$ cat src/design/gie_pkg.sv
`timescale 1ns / 1ps
// ----------------------------------------------------------------------------
// gie_pkg
// shared constants, codes and types of the watched-input event reporter
// ----------------------------------------------------------------------------
package gie_pkg;

    localparam int SLOTS       = 8;
    localparam int PINS        = 32;
    localparam int MAX_REPORTS = 8;

    localparam int SLOT_W   = (SLOTS > 1) ? $clog2(SLOTS) : 1;
    localparam int CNT_W    = $clog2(SLOTS + 1);
    localparam int RPT_W    = $clog2(MAX_REPORTS + 1);

    localparam int CMD_W    = 2;
    localparam int PIN_W    = 5;
    localparam int SECS_W   = 16;
    localparam int TIME_W   = 32;
    localparam int LEVELS_W = 32;
    localparam int PERIOD_W = 26;

    localparam logic [PERIOD_W-1:0] MS_PER_SECOND = PERIOD_W'(1000);

    typedef enum logic [CMD_W-1:0] {
        CMD_TICK    = 2'd0,
        CMD_ADD     = 2'd1,
        CMD_RELEASE = 2'd2
    } t_cmd;

    typedef enum logic [1:0] {
        ST_IDLE,
        ST_TICK,
        ST_REL,
        ST_FLUSH
    } t_state;

    typedef struct packed {
        logic [PIN_W-1:0]    pin;
        logic [PERIOD_W-1:0] period_ms;
    } t_meta;

    typedef struct packed {
        logic [TIME_W-1:0] last_time;
        logic              last_level;
    } t_hist;

    typedef struct packed {
        logic              rd_en;
        logic [SLOT_W-1:0] rd_addr;
        logic              meta_we;
        logic [SLOT_W-1:0] meta_addr;
        t_meta             meta_wdata;
        logic              hist_we;
        logic [SLOT_W-1:0] hist_addr;
        t_hist             hist_wdata;
    } t_mem_req;

    typedef struct packed {
        t_meta meta;
        t_hist hist;
    } t_mem_rsp;

endpackage

$ cat src/design/gie_in_if.sv
`timescale 1ns / 1ps
// ----------------------------------------------------------------------------
// gie_in_if
// command channel: tick, add and release words
// ----------------------------------------------------------------------------
interface gie_in_if;
    logic                          valid;
    logic                          ready;
    logic [gie_pkg::CMD_W-1:0]     cmd;
    logic [gie_pkg::PIN_W-1:0]     pin_id;
    logic [gie_pkg::SECS_W-1:0]    period_seconds;
    logic [gie_pkg::TIME_W-1:0]    now_ms;
    logic [gie_pkg::LEVELS_W-1:0]  pin_levels;

    modport source (
        output valid, cmd, pin_id, period_seconds, now_ms, pin_levels,
        input  ready
    );
    modport sink (
        input  valid, cmd, pin_id, period_seconds, now_ms, pin_levels,
        output ready
    );
endinterface

$ cat src/design/gie_out_if.sv
`timescale 1ns / 1ps
// ----------------------------------------------------------------------------
// gie_out_if
// report channel: one word per reported pin level
// ----------------------------------------------------------------------------
interface gie_out_if;
    logic                      valid;
    logic                      ready;
    logic [gie_pkg::PIN_W-1:0] report_pin;
    logic                      report_level;
    logic                      last_report;

    modport source (
        output valid, report_pin, report_level, last_report,
        input  ready
    );
    modport sink (
        input  valid, report_pin, report_level, last_report,
        output ready
    );
endinterface

$ cat src/design/gpio_input_event_reporter.sv
`timescale 1ns / 1ps
// ----------------------------------------------------------------------------
// gpio_input_event_reporter
// watched-pin table with periodic and on-change level reports
// ----------------------------------------------------------------------------
// usage
//   i_in carries command words: tick (time and all pin levels), add
//   (pin and period in seconds) or release (pin); o_out carries report
//   words (pin, level, last-of-tick flag)
//   a word is taken when valid and ready are both high
// command handling
//   an add is done at the edge taking it; a release lasts as long as the
//   one-entry-per-cycle search of the pin memory and the return to idle
//   a tick scans every slot through the slot memory, one slot per cycle
//   while the scan is not stalled, then hands over the final report; a
//   report is held until the next due slot is found or the scan ends
//   and then moves to o_out, the final one marked last_report
//   one command word is in flight at a time
// reset
//   all slots free; stored pins, periods, times and levels read as zero
// stall
//   one report waits in the output register and one more is held inside;
//   the scan pauses when a third is found while o_out stays stalled, and
//   new commands are taken again once the scan is through
module gpio_input_event_reporter (
    input  logic      i_clk,
    input  logic      i_rst_n,
    gie_in_if.sink    i_in,
    gie_out_if.source o_out
);

    // memory request and read data between sequencer and slot table
    gie_pkg::t_mem_req w_mem_req;
    gie_pkg::t_mem_rsp w_mem_rsp;

    // sequencer: owns the enable bits, the scan and the report registers
    gie_seq u_seq (
        .i_clk     (i_clk),
        .i_rst_n   (i_rst_n),
        .i_in      (i_in),
        .o_out     (o_out),
        .o_mem_req (w_mem_req),
        .i_mem_rsp (w_mem_rsp)
    );

    // slot table: pin/period and last time/level per slot
    gie_slot_mem u_mem (
        .i_clk   (i_clk),
        .i_rst_n (i_rst_n),
        .i_req   (w_mem_req),
        .o_rsp   (w_mem_rsp)
    );

    // timer/level write-back only happens inside a tick scan, never while
    // a new command can be taken
    a_hist_only_in_scan: assert property (
        @(posedge i_clk) disable iff (!i_rst_n)
        w_mem_req.hist_we |-> !i_in.ready
    ) else $error("slot history written while accepting commands");

    // an add never overlaps a scan write-back
    a_single_writer: assert property (
        @(posedge i_clk) disable iff (!i_rst_n)
        !(w_mem_req.meta_we && w_mem_req.hist_we)
    ) else $error("pin table and history written in the same cycle");

    // the scan reads ahead one slot, so it never reads the slot it writes
    a_no_rw_overlap: assert property (
        @(posedge i_clk) disable iff (!i_rst_n)
        (w_mem_req.rd_en && w_mem_req.hist_we)
            |-> (w_mem_req.rd_addr != w_mem_req.hist_addr)
    ) else $error("read and write-back hit the same slot");

    // pin table only changes while idle
    a_meta_only_idle: assert property (
        @(posedge i_clk) disable iff (!i_rst_n)
        w_mem_req.meta_we |-> (i_in.ready && i_in.valid)
    ) else $error("pin table written outside an accepted add");

endmodule

$ cat src/design/gie_slot_mem.sv
`timescale 1ns / 1ps
// ----------------------------------------------------------------------------
// gie_slot_mem
// slot table: pin/period memory and time/level memory, registered read
// ----------------------------------------------------------------------------
module gie_slot_mem (
    input  logic              i_clk,
    input  logic              i_rst_n,
    input  gie_pkg::t_mem_req i_req,
    output gie_pkg::t_mem_rsp o_rsp
);

    gie_pkg::t_meta r_meta_mem [gie_pkg::SLOTS];
    gie_pkg::t_hist r_hist_mem [gie_pkg::SLOTS];

    // entries never written read as zero
    logic [gie_pkg::SLOTS-1:0] r_meta_ok;
    logic [gie_pkg::SLOTS-1:0] r_hist_ok;

    gie_pkg::t_meta r_meta_q;
    gie_pkg::t_hist r_hist_q;
    logic           r_meta_ok_q;
    logic           r_hist_ok_q;

    always_ff @(posedge i_clk) begin
        if (i_req.meta_we) begin
            r_meta_mem[i_req.meta_addr] <= i_req.meta_wdata;
        end
        if (i_req.hist_we) begin
            r_hist_mem[i_req.hist_addr] <= i_req.hist_wdata;
        end
        if (i_req.rd_en) begin
            r_meta_q <= r_meta_mem[i_req.rd_addr];
            r_hist_q <= r_hist_mem[i_req.rd_addr];
        end
    end

    always_ff @(posedge i_clk) begin
        if (!i_rst_n) begin
            r_meta_ok   <= '0;
            r_hist_ok   <= '0;
            r_meta_ok_q <= 1'b0;
            r_hist_ok_q <= 1'b0;
        end else begin
            if (i_req.meta_we) begin
                r_meta_ok[i_req.meta_addr] <= 1'b1;
            end
            if (i_req.hist_we) begin
                r_hist_ok[i_req.hist_addr] <= 1'b1;
            end
            if (i_req.rd_en) begin
                r_meta_ok_q <= r_meta_ok[i_req.rd_addr];
                r_hist_ok_q <= r_hist_ok[i_req.rd_addr];
            end
        end
    end

    assign o_rsp.meta = r_meta_ok_q ? r_meta_q : '0;
    assign o_rsp.hist = r_hist_ok_q ? r_hist_q : '0;

endmodule

$ cat src/design/gie_seq.sv
`timescale 1ns / 1ps
// ----------------------------------------------------------------------------
// gie_seq
// command sequencer: slot allocation, release search and tick scan
// ----------------------------------------------------------------------------
module gie_seq (
    input  logic              i_clk,
    input  logic              i_rst_n,
    gie_in_if.sink            i_in,
    gie_out_if.source         o_out,
    output gie_pkg::t_mem_req o_mem_req,
    input  gie_pkg::t_mem_rsp i_mem_rsp
);

    gie_pkg::t_state r_state, n_state;

    logic [gie_pkg::SLOTS-1:0]    r_enabled, n_enabled;
    logic [gie_pkg::CNT_W-1:0]    r_rd_idx, n_rd_idx;
    logic                         r_ev_valid, n_ev_valid;
    logic [gie_pkg::SLOT_W-1:0]   r_ev_idx, n_ev_idx;
    logic [gie_pkg::RPT_W-1:0]    r_count, n_count;
    logic [gie_pkg::TIME_W-1:0]   r_now, n_now;
    logic [gie_pkg::LEVELS_W-1:0] r_levels, n_levels;
    logic [gie_pkg::PIN_W-1:0]    r_rel_pin, n_rel_pin;

    // held report: its last flag is known only when the next one shows up or the scan ends
    logic                         r_pend_valid, n_pend_valid;
    logic [gie_pkg::PIN_W-1:0]    r_pend_pin, n_pend_pin;
    logic                         r_pend_level, n_pend_level;

    logic                         r_out_valid, n_out_valid;
    logic [gie_pkg::PIN_W-1:0]    r_out_pin, n_out_pin;
    logic                         r_out_level, n_out_level;
    logic                         r_out_last, n_out_last;

    gie_pkg::t_mem_req            w_req;
    gie_pkg::t_meta               w_meta;
    gie_pkg::t_hist               w_hist;
    logic                         w_level;
    logic [gie_pkg::TIME_W-1:0]   w_diff;
    logic                         w_due;
    logic                         w_fire;
    logic                         w_out_free;
    logic                         w_stall;
    logic                         w_free_any;
    logic [gie_pkg::SLOT_W-1:0]   w_free_idx;
    logic                         w_scan_end;

    assign w_meta  = i_mem_rsp.meta;
    assign w_hist  = i_mem_rsp.hist;
    assign w_level = r_levels[w_meta.pin];
    assign w_diff  = r_now - w_hist.last_time;

    // periodic slot: positive elapsed time beyond the period; else level change
    assign w_due = (w_meta.period_ms != '0)
                 ? (!w_diff[gie_pkg::TIME_W-1]
                    && (w_diff > gie_pkg::TIME_W'(w_meta.period_ms)))
                 : (w_level != w_hist.last_level);

    assign w_fire = r_ev_valid && r_enabled[r_ev_idx]
                 && (r_count < gie_pkg::RPT_W'(gie_pkg::MAX_REPORTS)) && w_due;

    assign w_out_free = !r_out_valid || o_out.ready;
    assign w_stall    = w_fire && r_pend_valid && !w_out_free;
    assign w_scan_end = !r_ev_valid && (r_rd_idx == gie_pkg::CNT_W'(gie_pkg::SLOTS));

    // lowest free slot
    always_comb begin
        w_free_any = 1'b0;
        w_free_idx = '0;
        for (int i = gie_pkg::SLOTS - 1; i >= 0; i--) begin
            if (!r_enabled[i]) begin
                w_free_any = 1'b1;
                w_free_idx = gie_pkg::SLOT_W'(i);
            end
        end
    end

    always_comb begin
        n_state      = r_state;
        n_enabled    = r_enabled;
        n_rd_idx     = r_rd_idx;
        n_ev_valid   = r_ev_valid;
        n_ev_idx     = r_ev_idx;
        n_count      = r_count;
        n_now        = r_now;
        n_levels     = r_levels;
        n_rel_pin    = r_rel_pin;
        n_pend_valid = r_pend_valid;
        n_pend_pin   = r_pend_pin;
        n_pend_level = r_pend_level;
        n_out_valid  = r_out_valid && !o_out.ready;
        n_out_pin    = r_out_pin;
        n_out_level  = r_out_level;
        n_out_last   = r_out_last;
        w_req        = '0;

        unique case (r_state)
            gie_pkg::ST_IDLE: begin
                n_ev_valid = 1'b0;
                if (i_in.valid) begin
                    case (i_in.cmd)
                        gie_pkg::CMD_TICK: begin
                            n_now        = i_in.now_ms;
                            n_levels     = i_in.pin_levels;
                            n_rd_idx     = '0;
                            n_count      = '0;
                            n_pend_valid = 1'b0;
                            n_state      = gie_pkg::ST_TICK;
                        end
                        gie_pkg::CMD_ADD: begin
                            if (w_free_any && (32'(i_in.pin_id) < gie_pkg::PINS)) begin
                                n_enabled[w_free_idx]  = 1'b1;
                                w_req.meta_we          = 1'b1;
                                w_req.meta_addr        = w_free_idx;
                                w_req.meta_wdata.pin   = i_in.pin_id;
                                w_req.meta_wdata.period_ms =
                                    gie_pkg::PERIOD_W'(i_in.period_seconds)
                                    * gie_pkg::MS_PER_SECOND;
                            end
                        end
                        gie_pkg::CMD_RELEASE: begin
                            n_rel_pin = i_in.pin_id;
                            n_rd_idx  = '0;
                            n_state   = gie_pkg::ST_REL;
                        end
                        default: ;
                    endcase
                end
            end

            gie_pkg::ST_TICK: begin
                if (!w_stall) begin
                    if (r_rd_idx < gie_pkg::CNT_W'(gie_pkg::SLOTS)) begin
                        w_req.rd_en   = 1'b1;
                        w_req.rd_addr = r_rd_idx[gie_pkg::SLOT_W-1:0];
                        n_rd_idx      = r_rd_idx + 1'b1;
                        n_ev_valid    = 1'b1;
                        n_ev_idx      = r_rd_idx[gie_pkg::SLOT_W-1:0];
                    end else begin
                        n_ev_valid = 1'b0;
                    end
                    if (w_fire) begin
                        w_req.hist_we              = 1'b1;
                        w_req.hist_addr            = r_ev_idx;
                        w_req.hist_wdata.last_time = r_now;
                        w_req.hist_wdata.last_level =
                            (w_meta.period_ms != '0) ? w_hist.last_level : w_level;
                        if (r_pend_valid) begin
                            n_out_valid = 1'b1;
                            n_out_pin   = r_pend_pin;
                            n_out_level = r_pend_level;
                            n_out_last  = 1'b0;
                        end
                        n_pend_valid = 1'b1;
                        n_pend_pin   = w_meta.pin;
                        n_pend_level = w_level;
                        n_count      = r_count + 1'b1;
                    end
                    if (w_scan_end) begin
                        n_state = r_pend_valid ? gie_pkg::ST_FLUSH : gie_pkg::ST_IDLE;
                    end
                end
            end

            gie_pkg::ST_REL: begin
                if (r_ev_valid && (w_meta.pin == r_rel_pin)) begin
                    n_enabled[r_ev_idx] = 1'b0;
                    n_ev_valid          = 1'b0;
                    n_state             = gie_pkg::ST_IDLE;
                end else begin
                    if (r_rd_idx < gie_pkg::CNT_W'(gie_pkg::SLOTS)) begin
                        w_req.rd_en   = 1'b1;
                        w_req.rd_addr = r_rd_idx[gie_pkg::SLOT_W-1:0];
                        n_rd_idx      = r_rd_idx + 1'b1;
                        n_ev_valid    = 1'b1;
                        n_ev_idx      = r_rd_idx[gie_pkg::SLOT_W-1:0];
                    end else begin
                        n_ev_valid = 1'b0;
                    end
                    if (w_scan_end) begin
                        n_state = gie_pkg::ST_IDLE;
                    end
                end
            end

            gie_pkg::ST_FLUSH: begin
                if (w_out_free) begin
                    n_out_valid  = 1'b1;
                    n_out_pin    = r_pend_pin;
                    n_out_level  = r_pend_level;
                    n_out_last   = 1'b1;
                    n_pend_valid = 1'b0;
                    n_state      = gie_pkg::ST_IDLE;
                end
            end

            default: begin
                n_state = gie_pkg::ST_IDLE;
            end
        endcase
    end

    always_ff @(posedge i_clk) begin
        if (!i_rst_n) begin
            r_state      <= gie_pkg::ST_IDLE;
            r_enabled    <= '0;
            r_rd_idx     <= '0;
            r_ev_valid   <= 1'b0;
            r_count      <= '0;
            r_pend_valid <= 1'b0;
            r_out_valid  <= 1'b0;
        end else begin
            r_state      <= n_state;
            r_enabled    <= n_enabled;
            r_rd_idx     <= n_rd_idx;
            r_ev_valid   <= n_ev_valid;
            r_count      <= n_count;
            r_pend_valid <= n_pend_valid;
            r_out_valid  <= n_out_valid;
        end
    end

    always_ff @(posedge i_clk) begin
        r_ev_idx     <= n_ev_idx;
        r_now        <= n_now;
        r_levels     <= n_levels;
        r_rel_pin    <= n_rel_pin;
        r_pend_pin   <= n_pend_pin;
        r_pend_level <= n_pend_level;
        r_out_pin    <= n_out_pin;
        r_out_level  <= n_out_level;
        r_out_last   <= n_out_last;
    end

    assign i_in.ready         = (r_state == gie_pkg::ST_IDLE);
    assign o_out.valid        = r_out_valid;
    assign o_out.report_pin   = r_out_pin;
    assign o_out.report_level = r_out_level;
    assign o_out.last_report  = r_out_last;
    assign o_mem_req          = w_req;

endmodule

$ cat src/flat_wrapper.sv
// flat-port wrapper written by rule: the top's interface ports become plain ports
module gpio_input_event_reporter_flat 
  (i_clk, i_rst_n, i_in_valid, i_in_cmd, i_in_pin_id, i_in_period_seconds, i_in_now_ms, i_in_pin_levels, i_in_ready, o_out_valid, o_out_report_pin, o_out_report_level, o_out_last_report, o_out_ready);
  gie_in_if i_in_i ();
  gie_out_if o_out_i ();
  input  logic i_clk;
  input  logic i_rst_n;
  input wire logic [$bits(i_in_i.valid)-1:0] i_in_valid;
  input wire logic [$bits(i_in_i.cmd)-1:0] i_in_cmd;
  input wire logic [$bits(i_in_i.pin_id)-1:0] i_in_pin_id;
  input wire logic [$bits(i_in_i.period_seconds)-1:0] i_in_period_seconds;
  input wire logic [$bits(i_in_i.now_ms)-1:0] i_in_now_ms;
  input wire logic [$bits(i_in_i.pin_levels)-1:0] i_in_pin_levels;
  output wire logic [$bits(i_in_i.ready)-1:0] i_in_ready;
  output wire logic [$bits(o_out_i.valid)-1:0] o_out_valid;
  output wire logic [$bits(o_out_i.report_pin)-1:0] o_out_report_pin;
  output wire logic [$bits(o_out_i.report_level)-1:0] o_out_report_level;
  output wire logic [$bits(o_out_i.last_report)-1:0] o_out_last_report;
  input wire logic [$bits(o_out_i.ready)-1:0] o_out_ready;
  assign i_in_i.valid = i_in_valid;
  assign i_in_i.cmd = i_in_cmd;
  assign i_in_i.pin_id = i_in_pin_id;
  assign i_in_i.period_seconds = i_in_period_seconds;
  assign i_in_i.now_ms = i_in_now_ms;
  assign i_in_i.pin_levels = i_in_pin_levels;
  assign i_in_ready = i_in_i.ready;
  assign o_out_valid = o_out_i.valid;
  assign o_out_report_pin = o_out_i.report_pin;
  assign o_out_report_level = o_out_i.report_level;
  assign o_out_last_report = o_out_i.last_report;
  assign o_out_i.ready = o_out_ready;
  gpio_input_event_reporter u_core (.i_clk(i_clk), .i_rst_n(i_rst_n), .i_in(i_in_i), .o_out(o_out_i));
endmodule
$ cat config.mk
export PLATFORM = sky130hd
export DESIGN_NAME = gpio_input_event_reporter_flat
export DESIGN_NICKNAME = d
export VERILOG_FILES = /design/src/design/gie_pkg.sv /design/src/design/gie_in_if.sv /design/src/design/gie_out_if.sv /design/src/design/gpio_input_event_reporter.sv /design/src/design/gie_slot_mem.sv /design/src/design/gie_seq.sv /design/src/flat_wrapper.sv
export SDC_FILE = /design/constraint.sdc
export NUM_CORES = 1
export LEC_CHECK = 0
export BUFFER_PORTS_ARGS = -buffer_cell sky130_fd_sc_hd__buf_2
export CAP_MARGIN = 20
export CORE_UTILIZATION = 49
export CTS_BUF_LIST = sky130_fd_sc_hd__clkbuf_16
export CTS_CLUSTER_SIZE = 10
export DETAILED_ROUTE_END_ITERATION = 16
export PLACE_DENSITY_LB_ADDON = 0.05
export SLEW_MARGIN = 40
export SYNTH_ARGS = -nofsm -noshare
export SYNTH_HDL_FRONTEND = slang
export SYNTH_SLANG_ARGS = --single-unit
$ cat constraint.sdc
create_clock -name i_clk -period 7.5 [get_ports i_clk]
set_input_delay 0.75 -clock i_clk [delete_from_list [all_inputs] [get_ports i_clk]]
set_output_delay 0.75 -clock i_clk [all_outputs]
set_load 0.005 [all_outputs]
==> results of run 1 <==
==> area by class of cell <==
type                    instances  area, µm²
flip-flops and latches        673      19800
clock buffers                  81       2030
multi-input cells            1249      11200
well taps                     846       1060
repair buffers                134        837
inverters                      53        199
clock inverters                35        262
fillers                      5041      28100
==> stage by stage <==
| stage | cells | hold slack (ps) | total power, µW |
|---|---|---|---|
| finish | 3071 | 305 | 9850 |
| global route | 3071 | 276 | 10400 |
| CTS | 3071 | 266 | 9960 |
| detailed placement | 2955 | 405 | 6530 |
| global placement | 2955 | 407 | 6490 |
| floorplan | 2055 | 400 | 5920 |
==> flip-flops by register name, summed over array words and instances (netlist names), 2 cells and up <==
name / count
u_core.u_seq.r_enabled: 8
u_core.u_mem.r_hist_mem: 264
u_core.u_seq.r_rd_idx: 4
u_core.u_mem.r_hist_q: 33
u_core.u_seq.o_out.report_pin: 5
u_core.u_seq.r_rel_pin: 5
u_core.u_seq.r_state: 2
u_core.u_seq.r_count: 4
u_core.u_seq.r_ev_idx: 3
u_core.u_mem.r_meta_ok: 8
u_core.u_seq.r_levels: 32
u_core.u_mem.r_hist_ok: 8
u_core.u_seq.r_pend_pin: 5
u_core.u_mem.r_meta_mem: 224
u_core.u_mem.r_meta_q: 28
u_core.u_seq.r_now: 32
==> layer usage <==
layer  vias up  share of wire, %  track usage, %
li1       8065                 -               -
met1      8701                43            27.4
met2       282                51            37.3
met3        97               3.5            3.21
met4         0               2.6            7.50
met5         -                 0               0
==> where the power goes <==
group | total, µW | internal [µW] | switching (µW)
combinational | 2000 | 781 | 1220
clock | 3400 | 2000 | 1410
sequential | 4450 | 4320 | 125
total | 9850 | 7100 | 2750
==> cells by family after synthesis <==
logic type	synth area share [%]
AOI/OAI and AO/OA	5.22
and+or+nand+nor	5.44
buffers and inverters	2.50
adders and majority gates	8.04
muxes	14.9
DFF	62.7
xor gates and xnor gates	1.16
==> layout by cell type, fill, tap and decap left out, types with 41 or more instances in the layout <==
master,instances
clkbuf_16,81
mux2i_1,374
nand2_1,109
inv_1,76
edfxtp_1,634
and2_1,52
nor2_1,62
mux2_2,65
a21oi_1,52
fa_1,55
o21ai_0,41
buf_2,99
ha_1,115
==> path summary, 6_finish.rpt <==
check	cells past startpoint	endpoint	slack, ps
setup / recovery	23	u_core.u_mem.r_meta_q[27]$_DFFE_PP_	640
hold / removal	1	u_core.u_seq.r_levels[2]$_DFFE_PP_	310
setup reg to reg	23	u_core.u_mem.r_meta_q[27]$_DFFE_PP_	640
hold reg to reg	0	u_core.u_seq.o_out.report_pin[4]$_DFFE_PP_	420
==> synth_stat cells, types with 9 or more instances <==
cell type / instances / area [µm²]
edfxtp_1: 634 / 19000
mux2i_1: 374 / 3740
ha_1: 115 / 1440
nand2_1: 110 / 413
nor2_1: 72 / 270
mux2_2: 65 / 732
fa_1: 55 / 1100
inv_1: 53 / 199
a21oi_1: 52 / 260
and2_1: 52 / 325
o21ai_0: 41 / 205
dfxtp_1: 39 / 781
a21o_1: 31 / 233
o21a_1: 29 / 218
buf_6: 28 / 315
clkbuf_1: 28 / 105
xnor2_1: 28 / 245
nor3_1: 22 / 110
nand2b_1: 14 / 87.6
nor2b_1: 14 / 87.6
xor2_1: 14 / 123
nand3_1: 12 / 60.1
buf_4: 11 / 82.6
nand4_1: 11 / 68.8
nor4_1: 11 / 68.8
a31oi_1: 10 / 62.6
buf_2: 10 / 50.1
a211oi_1: 9 / 67.6
mux4_2: 9 / 203
==> critical path: cells and delay by family (launching register included) <==
kind            cells  cell delay, ps
compound gates     12            3000
buf+inv             2             830
simple gates        3             650
mux                 3             630
flops               1             590
fa+ha+maj           2             550
xor+xnor            1             200
==> metrics.md, run 1 <==
| Metric | Value |
|---|---|
| Post-synthesis sequential area ratio | 62.7% |
| Vias/cell | 5.58 |
| WS Path Type | flop to flop |
| DP HPWL | 42.5 mm |
| Yosys reg bits | 673 |
| RD Place Congestion | 0.868 |
| DRT iter0 DRCs | 1,072 |
| Setup violators final | 0 |
| Max transition margin | 45.9% |
| Worst Path Arrival | 7220 ps |
| R2r startpoint | u_core.u_mem.r_hist_ok_q$_SDFFE_PN0P_ |
| Required time of the critical path | 7860 ps |
| Mapped Area | 31,600 µm² |
| CP peak stage delay | 590 ps |
| Yosys cell types | 80 |
| Share of cells above drive strength 1 | 15.4% |
| Root Driver | clkbuf_16 |
| Worst hold path type | input port to flop |
| Cells after Synth | 2,055 |
| Row count | 92 |
| Pre-CTS setup slack | 625 ps |
| Syn-to-layout area delta | 12.0% |
| Largest net degree at the start of global routing | 89 |
| Worst setup SP type | flop |
| Worst-Margin Slew | 808 ps |
| Initial Utilization | 49.8% |
| Router iterations before antenna repair | 5 |
| Remaining antenna violation count | 0 |
| Inserted Clock Buffers | 79 |
| Slowest-stage cell, CP | dfxtp_1 |
| Worst Skew | 24.0 ps |
| Max-cap violations | 0 |
| IR drop worst, VDD | 179 µV |
| Grt ovf | 0 |
| First-pass GRT wire length | 106 mm |
| Pleak | 0.0126 µW |
| CTS tree | done |
| Fin area | 35,400 µm² |
| Final Max Tran Viols | 0 |
| Antenna cells | 0 |
| Ports | 100 |
| Final hold vios | 0 |
| Post-Syn Area per Cell | 15.4 µm² |
| Number of synthesized flops with an enable pin | 634 |
| Post-CTS resize count | 0 |
| Fmax | 146 MHz |
| IO Port Bufs | 99 |
| Wire length per cell | 22.4 µm |
| Status | completed |
| Worst-skew pair later-pin latency | 620 ps |
| Synth Net Count | 2,316 |
| Final setup margin | 640 ps |
| Power per cell area | 279 nW/µm² |
| Post-route DRC | 0 |
| H-tree depth | 3 |
| YS warnings | 0 |
| Clock buffer depth | 3 |
| CORE AREA | 63,400 µm² |
| Min Tclk post-route | 6860 ps |
| Die Span Y | 256 µm |
| Nets | 2,451 |
| Initial antenna violation count | 1 |
| Clk sinks | 673 |
| Crit path cell chain | buf_4 > nand2_1 > ha_1 > or3_1 > o22ai_1 > o2bb2ai_1 > o21bai_1 > a21o_1 > a21o_1 > a21oi_1 > xnor2_1 > ha_1 > and4_1 > a221oi_1 > o221ai_1 > a21oi_1 > o2111ai_2 > o31ai_4 > o211a_4 > buf_12 > mux2i_1 > mux2i_1 > mux2_2 |
| Crit-path max FO | 88 |
| RSZ-0062 raised after global routing | false |
| Clock transition at path regs | 50 ps |
| Die Area | 65,500 µm² |
| Post-CTS Setup Bufs | 0 |
| Setup_tns | 0 ps |
| Vias in the first global route | 17,877 |
| Fin crit share | 91.5% |
| Gr usage total | 21.5% |
| Via Count | 17,145 |
| Worst Hold Launch | i_in_pin_levels[2] |
| Placed Area | 33,100 µm² |
| Final wirelength | 68.7 mm |
| Worst setup path startpoint | u_core.u_mem.r_hist_ok_q$_SDFFE_PN0P_ |
| Ys flop type | edfxtp_1 |
| Post-cts hold buffer count | 0 |
| Die width | 256 µm |
| Post-synth ARST share | 0% |
| Crit end category | flop |
| Post-layout util | 55.8% |
No activity file was read; power rests on OpenSTA's default activity.
==> inputs of run 2 (changes only) <==
--- a/config.mk
+++ b/config.mk
@@ -15,4 +15,5 @@
 export SLEW_MARGIN = 40
 export SYNTH_ARGS = -nofsm -noshare
 export SYNTH_HDL_FRONTEND = slang
+export SYNTH_HIERARCHICAL = 1
 export SYNTH_SLANG_ARGS = --single-unit
==> run 2 against run 1 <==
  * Total power up 4.5%
  * Hold slack improved by 4.1 ps
  * Sequential share of layout area is 1.0 points higher
  * Setup slack worse by 190 ps
  * Clock-buffer cell count is 1 higher
  * Critical path depth up 4
  * Clock power barely moved
  * Die area up 0.66%
  * Critical path type unchanged
  * Largest cell class unchanged
  * Highest routed layer unchanged
==> metrics.md, run 2 <==
| Metric | Value |
|---|---|
| DRT iter0 DRCs | 1,213 (+13%) |
| Root Driver | clkbuf_16 |
| Fmax | 142 MHz (-2.6%) |
| Top Registers | u_core/u_mem/r_hist_mem x264, u_core/u_mem/r_meta_mem x248, u_core/u_mem/r_hist_q x33 |
| Fin crit share | 94.0% (+2.5 points) |
| Worst Skew | 32.0 ps (+8.04 ps) |
| Xor and xnor area share after synthesis | 1.32% (+0.16 points) |
| CORE AREA | 64,200 µm² (+1.3%) |
| Top-area cell type share of the netlist area | 62.4% (+2.2 points) |
| Fin area | 36,100 µm² (+2.2%) |
| CTS tree | done |
| Multiplexer share of the synthesized area | 12.7% (-2.2 points) |
| Final wirelength | 68.9 mm (+0.27%) |
| Crit-path max FO | 49 (-44%) |
| Pre-CTS setup slack | 67.3 ps (-557 ps) |
| IO Port Bufs | 99 (unchanged) |
| Antenna cells | 0 (unchanged) |
| Row count | 93 (+1.1%) |
| Synth top area cells | edfxtp_1 (62%), mux4_2 (10%), ha_1 (4.6%) |
| Max-cap violations | 0 (unchanged) |
| Placed Area | 33,700 µm² (+1.9%) |
| Power per cell area | 285 nW/µm² (+2.2%) |
| Worst setup SP type | flop |
| Router iterations before antenna repair | 5 (unchanged) |
| First-pass GRT wire length | 105 mm (-0.92%) |
| Ys flop type | edfxtp_1 |
| Largest family of logic cells by synthesized area | multiplexers |
| Final setup margin | 453 ps (-186 ps) |
| Setup_tns | 0 ps (unchanged) |
| Final Max Tran Viols | 0 (unchanged) |
| Grt ovf | 0 (unchanged) |
| Post-route DRC | 0 (unchanged) |
| Initial Utilization | 49.5% (-0.30 points) |
| Commonest non-fill, non-tap cell in the layout | edfxtp_1 |
| Mapped Area | 31,800 µm² (+0.67%) |
| Gr usage total | 21.3% (-0.16 points) |
| YS warnings | 6 (+6) |
| H-tree depth | 3 (unchanged) |
| Share of cells above drive strength 1 | 23.9% (+8.4 points) |
| Number of synthesized flops with an enable pin | 661 (+4.3%) |
| Yosys reg bits | 700 (+4.0%) |
| Clk sinks | 700 (+4.0%) |
| Die Span Y | 257 µm (+0.33%) |
| Post-synthesis sequential area ratio | 64.9% (+2.1 points) |
| Required time of the critical path | 7860 ps (about the same) |
| Via Count | 16,719 (-2.5%) |
| Setup violators final | 0 (unchanged) |
| Vias in the first global route | 17,565 (-1.7%) |
| Post-Syn Area per Cell | 16.8 µm² (+9.6%) |
| Commonest non-fill, non-tap cells in the layout | edfxtp_1 (661), mux4_2 (142), inv_1 (138) |
| Worst Path Arrival | 7400 ps (+180 ps) |
| RD Place Congestion | 0.845 (-2.6%) |
| # fillers | 5,066 (+0.50%) |
| Compound-Gate Fraction of Synth Area | 4.71% (-0.51 points) |
| Tot Pwr | 10,300 µW (+4.5%) |
| Worst-Margin Slew | 777 ps (-31.8 ps) |
| Vias/cell | 5.63 (+0.93%) |
| Die width | 257 µm (+0.33%) |
| DP HPWL | 44.1 mm (+3.7%) |
| Pleak | 0.0114 µW (-9.8%) |
| Crit end category | flop |
| Die Area | 65,900 µm² (+0.66%) |
| Worst hold path type | input port to flop |
| Wire length per cell | 23.2 µm (+3.8%) |
| Synth Area in Simple Gates | 6.09% (+0.65 points) |
| RSZ-0062 raised after global routing | false |
| Cells after Synth | 1,888 (-8.1%) |
| Post-synth ARST share | 0% (unchanged) |
| Worst-skew pair later-pin latency | 620 ps (about the same) |
| WS Path Type | flop to flop |
| Synth area leader | edfxtp_1 |
| Syn-to-layout area delta | 13.7% |
| Largest net degree at the start of global routing | 65 (-27%) |
| Final hold vios | 0 (unchanged) |
| Post-synth top cells | edfxtp_1 (661), mux4_2 (142), ha_1 (117) |
| Min Tclk post-route | 7050 ps (+186 ps) |
| Ports | 100 (unchanged) |
| Remaining antenna violation count | 0 (unchanged) |
| Yosys cell types | 76 (-5.0%) |
| Status | completed |
| IR drop worst, VDD | 160 µV (-10%) |
| Post-synthesis adder-cell area fraction | 8.07% (+0.026 points) |
| Multi-input combinational cell area | 10,700 µm² (-4.3%) |
| Reg area | 20,600 µm² (+4.1%) |
| Most frequent cell after synthesis | edfxtp_1 |
| Initial antenna violation count | 4 (+3) |
| Max transition margin | 48.2% (+2.2 points) |
| Clock transition at path regs | 60 ps (about the same) |
| Max reg flops | 264 (unchanged) |
| Inserted Clock Buffers | 81 (+2.5%) |
| Biggest register | u_core/u_mem/r_hist_mem |
| Nets | 2,333 (-4.8%) |
| Clock buffer depth | 3 (unchanged) |
## run 2: cell types whose count changed after synthesis, moves of 12 or more
cell,delta
a21oi_1,+17
mux4_2,+133
a21o_1,-15
inv_1,+51
buf_6,-24
and2_1,+64
nand3_1,+14
o21ai_0,-12
nand2_1,-51
edfxtp_1,+27
mux2i_1,-364
## run 2: worst paths after layout
path	to	start	depth (start not counted)	slack (ps)
worst min register to register	u_core/u_seq/o_out.report_level$_DFFE_PP_	u_core/u_seq/r_pend_level$_DFFE_PP_	0	420
worst max register to register	u_core/u_mem/r_hist_q[24]$_DFFE_PP_	u_core/u_mem/r_hist_ok_q$_SDFFE_PN0P_	27	450
worst max-delay path	u_core/u_mem/r_hist_q[24]$_DFFE_PP_	u_core/u_mem/r_hist_ok_q$_SDFFE_PN0P_	27	450
worst min-delay path	u_core/u_seq/r_levels[27]$_DFFE_PP_	i_in_pin_levels[27]	1	310
## run 2: logic make-up after synthesis
family / Yosys count
muxes: 218
other: 1
adders and majority gates: 172
xor gates and xnor gates: 48
buffers and inverters: 168
DFF: 700
AOI/OAI and AO/OA: 216
and+or+nand+nor: 365
## run 2: through the flow
step | util, % | instances | hold slack (ps)
floorplan | - | 1890 | 400
global placement | 52.5 | 2822 | 404
detailed placement | 52.5 | 2822 | 407
CTS | 56.0 | 2947 | 277
global route | 56.3 | 2967 | 284
finish | 56.3 | 2967 | 309
## run 2: routing by layer
| metal | routed length (µm) | up-vias | track usage (%) | part of all wire, % |
|---|---|---|---|---|
| met5 | 0 | - | 0 | 0 |
| met4 | 1800 | 0 | 7.18 | 2.6 |
| met3 | 3150 | 100 | 2.96 | 4.6 |
| met2 | 33800 | 371 | 35.4 | 49 |
| met1 | 30200 | 8592 | 29.1 | 44 |
| li1 | - | 7656 | - | - |
## run 2: cell type report
class,instances,share of cell area [%]
Timing Repair Buffer,158,3.12
Clock buffer,82,5.68
Clock inverter,43,0.512
Tap cell,855,2.96
Inverter,105,1.09
Sequential cell,700,57.1
Multi-Input combinational cell,1024,29.6
## run 2: timing repair
item                                    4_1_cts  5_1_grt
endpoints found under the setup margin        0       94
setup buffers                                 0       17
hold buffers                                  0        0
hold endpoints to repair                      0        0
resized for setup                             0        2
## run 2: power breakdown
group | switching, µW | internal [µW]
combinational | 1410 | 912
clock | 1430 | 1950
sequential | 106 | 4500
## run 2: critical path: stages, from the launching register on
cell and delay, ps:
dfxtp_2 350, and2_1 130, ha_1 160, inv_1 60
fa_2 420, a211oi_2 300, o21ai_2 100, a31oi_4 270
a211oi_2 150, nor2_1 150, o21ai_0 90, a21oi_1 230
o21bai_1 90, a21oi_1 160, xnor2_1 100, ha_1 300
nand4_1 130, or3_1 400, or3_1 350, nor4_1 250
o22ai_1 160, a2111oi_4 460, nand2_2 160, a31oi_4 290
and2_4 470, buf_12 360, mux4_2 350, mux2_2 280
==> inputs of run 3 (changes only) <==
--- a/config.mk
+++ b/config.mk
@@ -7,6 +7,7 @@
 export LEC_CHECK = 0
 export BUFFER_PORTS_ARGS = -buffer_cell sky130_fd_sc_hd__buf_2
 export CAP_MARGIN = 20
+export CORE_ASPECT_RATIO = 0.7
 export CORE_UTILIZATION = 49
 export CTS_BUF_LIST = sky130_fd_sc_hd__clkbuf_16
 export CTS_CLUSTER_SIZE = 10
==> run 3 against run 2 <==
  * Sequential cell count unchanged
  * Design area decreased by 0.23%
  * Non-clock buffer count down 11
==> metrics.md, run 3 (same netlist as run 2, synthesis figures left out) <==
| Metric | Value |
|---|---|
| Final Max Tran Viols | 0 (unchanged) |
| Initial Utilization | 49.9% (+0.43 points) |
| # fillers | 4,929 (-2.7%) |
| Clk sinks | 700 (unchanged) |
| Worst Hold Launch | i_in_pin_levels[1] |
| Root Driver | clkbuf_16 |
| Crit end category | flop |
| Worst hold path type | input port to flop |
| Gr usage total | 22.3% (+0.95 points) |
| Psw | 3060 µW (+4.1%) |
| Combinational Power Share | 23.2% (+0.6 points) |
| DRT iter0 DRCs | 1,381 (+14%) |
| Vias/cell | 5.79 (+2.7%) |
| Commonest non-fill, non-tap cell in the layout | edfxtp_1 |
| Initial antenna violation count | 0 (-4) |
| R2r setup slk | 490 ps (+30 ps) |
| Top Registers | u_core/u_mem/r_hist_mem x264, u_core/u_mem/r_meta_mem x248, u_core/u_mem/r_hist_q x33 |
| Hold WS | 291 ps (-18.0 ps) |
| Fmax | 143 MHz (+0.50%) |
| Flop pwr share | 44.4% (-0.3 points) |
| Required time of the critical path | 7860 ps (about the same) |
| Biggest register | u_core/u_mem/r_hist_mem |
| Status | completed |
| R2R depth | 29 (+7.4%) |
| Die width | 306 µm (+19%) |
| Critical register-to-register path endpoint | u_core/u_mem/r_meta_q[7]$_DFFE_PP_ |
| Hold Path Cell Cnt | 1 (unchanged) |
| Reg area | 20,600 µm² (about the same) |
| RD Place Congestion | 0.856 (+1.2%) |
| Worst Skew | 24.7 ps (-7.32 ps) |
| Share of cells above drive strength 1 | 23.6% (-0.23 points) |
| Setup violators final | 0 (unchanged) |
| Nets | 2,321 (-0.51%) |
| Sw Share | 29.6% (+0.99 points) |
| CORE AREA | 63,700 µm² (-0.86%) |
| Max transition margin | 45.7% (-2.4 points) |
| First-pass GRT wire length | 108 mm (+2.9%) |
| Wire length per cell | 24.5 µm (+5.5%) |
| Ports | 100 (unchanged) |
| Final wirelength | 72.5 mm (+5.2%) |
| Remaining antenna violation count | 0 (unchanged) |
| IO Port Bufs | 99 (unchanged) |
| Setup_tns | 0 ps (unchanged) |
| Die Area | 65,900 µm² (about the same) |
| Die Span Y | 215 µm (-16%) |
| Via Count | 17,118 (+2.4%) |
| Clock buffer depth | 3 (unchanged) |
| Router iterations before antenna repair | 5 (unchanged) |
| Met2 Usage GRT | 31.5% (-3.9 points) |
| Inserted Clock Buffers | 80 (-1.2%) |
| IR drop worst, VDD | 181 µV (+13%) |
| CP peak stage delay | 530 ps (+60 ps) |
| Final hold vios | 0 (unchanged) |
| Busiest layer in global routing | met1 |
| Internal Power | 7300 µW (-0.74%) |
| Worst-skew pair later-pin latency | 640 ps (+20 ps) |
| Commonest non-fill, non-tap cells in the layout | edfxtp_1 (661), mux4_2 (142), inv_1 (128) |
| Final setup margin | 488 ps (+34.8 ps) |
| CTS tree | done |
| Max-cap violations | 0 (unchanged) |
| H-tree depth | 3 (unchanged) |
| Post-route DRC | 0 (unchanged) |
| Antenna cells | 0 (unchanged) |
| WS Path Type | flop to flop |
| Clk pwr share | 32.4% (-0.3 points) |
| Hold endpoint | u_core/u_seq/r_levels[1]$_DFFE_PP_ |
| Vias in the first global route | 17,499 (-0.38%) |
| GR Util met1 | 34.8% (+5.7 points) |
| Power per cell area | 287 nW/µm² (+0.88%) |
| Min Tclk post-route | 7010 ps (-34.8 ps) |
| Pre-CTS setup slack | 336 ps (+268 ps) |
| Largest net degree at the start of global routing | 60 (-7.7%) |
| Worst setup path startpoint | u_core/u_mem/r_hist_ok_q$_SDFFE_PN0P_ |
| DP HPWL | 45.0 mm (+2.1%) |
| Met3 GRT Util | 5.45% (+2.5 points) |
| Worst Path Arrival | 7370 ps (-30 ps) |
| Worst setup SP type | flop |
| Pleak | 0.0113 µW (-0.90%) |
| Slowest-stage cell, CP | mux4_2 |
| Syn-to-layout area delta | 13.4% |
| RSZ-0062 raised after global routing | false |
| Post-cts hold buffer count | 0 (unchanged) |
| Row count | 77 (-17%) |
| Crit-path max FO | 16 (-67%) |
| Grt ovf | 0 (unchanged) |
| Max reg flops | 264 (unchanged) |
| Multi-input combinational cell area | 10,700 µm² (-0.15%) |
| Fin crit share | 93.5% (-0.46 points) |
| Worst-Margin Slew | 811 ps (+34.4 ps) |
| R2r startpoint | u_core/u_mem/r_hist_ok_q$_SDFFE_PN0P_ |
| Clock transition at path regs | 60 ps (about the same) |
-- run 3: cell types whose count changed in the layout (fill, tap and decap cells not counted), moves of 2 or more --
cell and change:
clkinv_8 +2, inv_1 -10, buf_4 -15, buf_12 -2, nor3_1 +2, clkinv_1 -4
inv_6 +2, buf_6 +3
-- run 3: worst max-delay path: cells and delay by family, from the launching register on --
kind                     cells  cell delay, ps
AND/OR/NAND/NOR              8            1720
buffers and inverters        4             640
AO/OA/AOI/OAI               11            2060
flip-flops                   1             410
adder cells (fa/ha/maj)      3             890
multiplexers                 2             870
XOR/XNOR                     1              90
-- run 3: repair_timing --
item,CTS,global route
buffers inserted,0,10
resized for setup,0,7
setup endpoints to repair,0,66
-- run 3: power by group through the flow --
stage / clock network (µW) / registers [µW] / logic (µW)
finish: 3360 / 4600 / 2400
global route: 3590 / 4610 / 2690
global placement: 0 / 4680 / 2330
floorplan: 0 / 4610 / 1690
CTS: 3440 / 4600 / 2380
detailed placement: 0 / 4670 / 2360
-- run 3: final cells by class --
cell class / count / area share [%]
flip-flops and latches: 700 / 57.2
multi-input cells: 1024 / 29.6
clock buffers: 80 / 5.55
repair buffers: 147 / 3.01
well taps: 869 / 3.01
inverters: 105 / 1.09
clock inverters: 34 / 0.527
-- run 3: how the worst max path moves through the flow --
stage / slack [ps] / endpoint
after global routing: 20 / u_core/u_mem/r_meta_q[7]$_DFFE_PP_
after CTS: 270 / u_core/u_mem/r_hist_q[13]$_DFFE_PP_
after detailed placement: 340 / u_core/u_mem/r_hist_q[13]$_DFFE_PP_
after floorplan: 0.2 / u_core/u_mem/r_hist_q[0]$_DFFE_PP_
after global placement: 510 / u_core/u_mem/r_hist_q[24]$_DFFE_PP_
final: 490 / u_core/u_mem/r_meta_q[7]$_DFFE_PP_
-- run 3: stage by stage --
stage	instances	utilization (%)	area (µm²)	power [µW]
global placement	2831	52.9	33700	7010
finish	2959	56.6	36100	10400
detailed placement	2831	52.9	33700	7040
CTS	2945	56.3	35900	10400
floorplan	1890	-	31900	6300
global route	2959	56.6	36100	10900
-- run 3: per-layer routing --
layer / wire, µm / part of all wire (%)
met5: 0 / 0
met4: 1120 / 1.5
met3: 5260 / 7.3
met2: 30900 / 43
met1: 35300 / 49
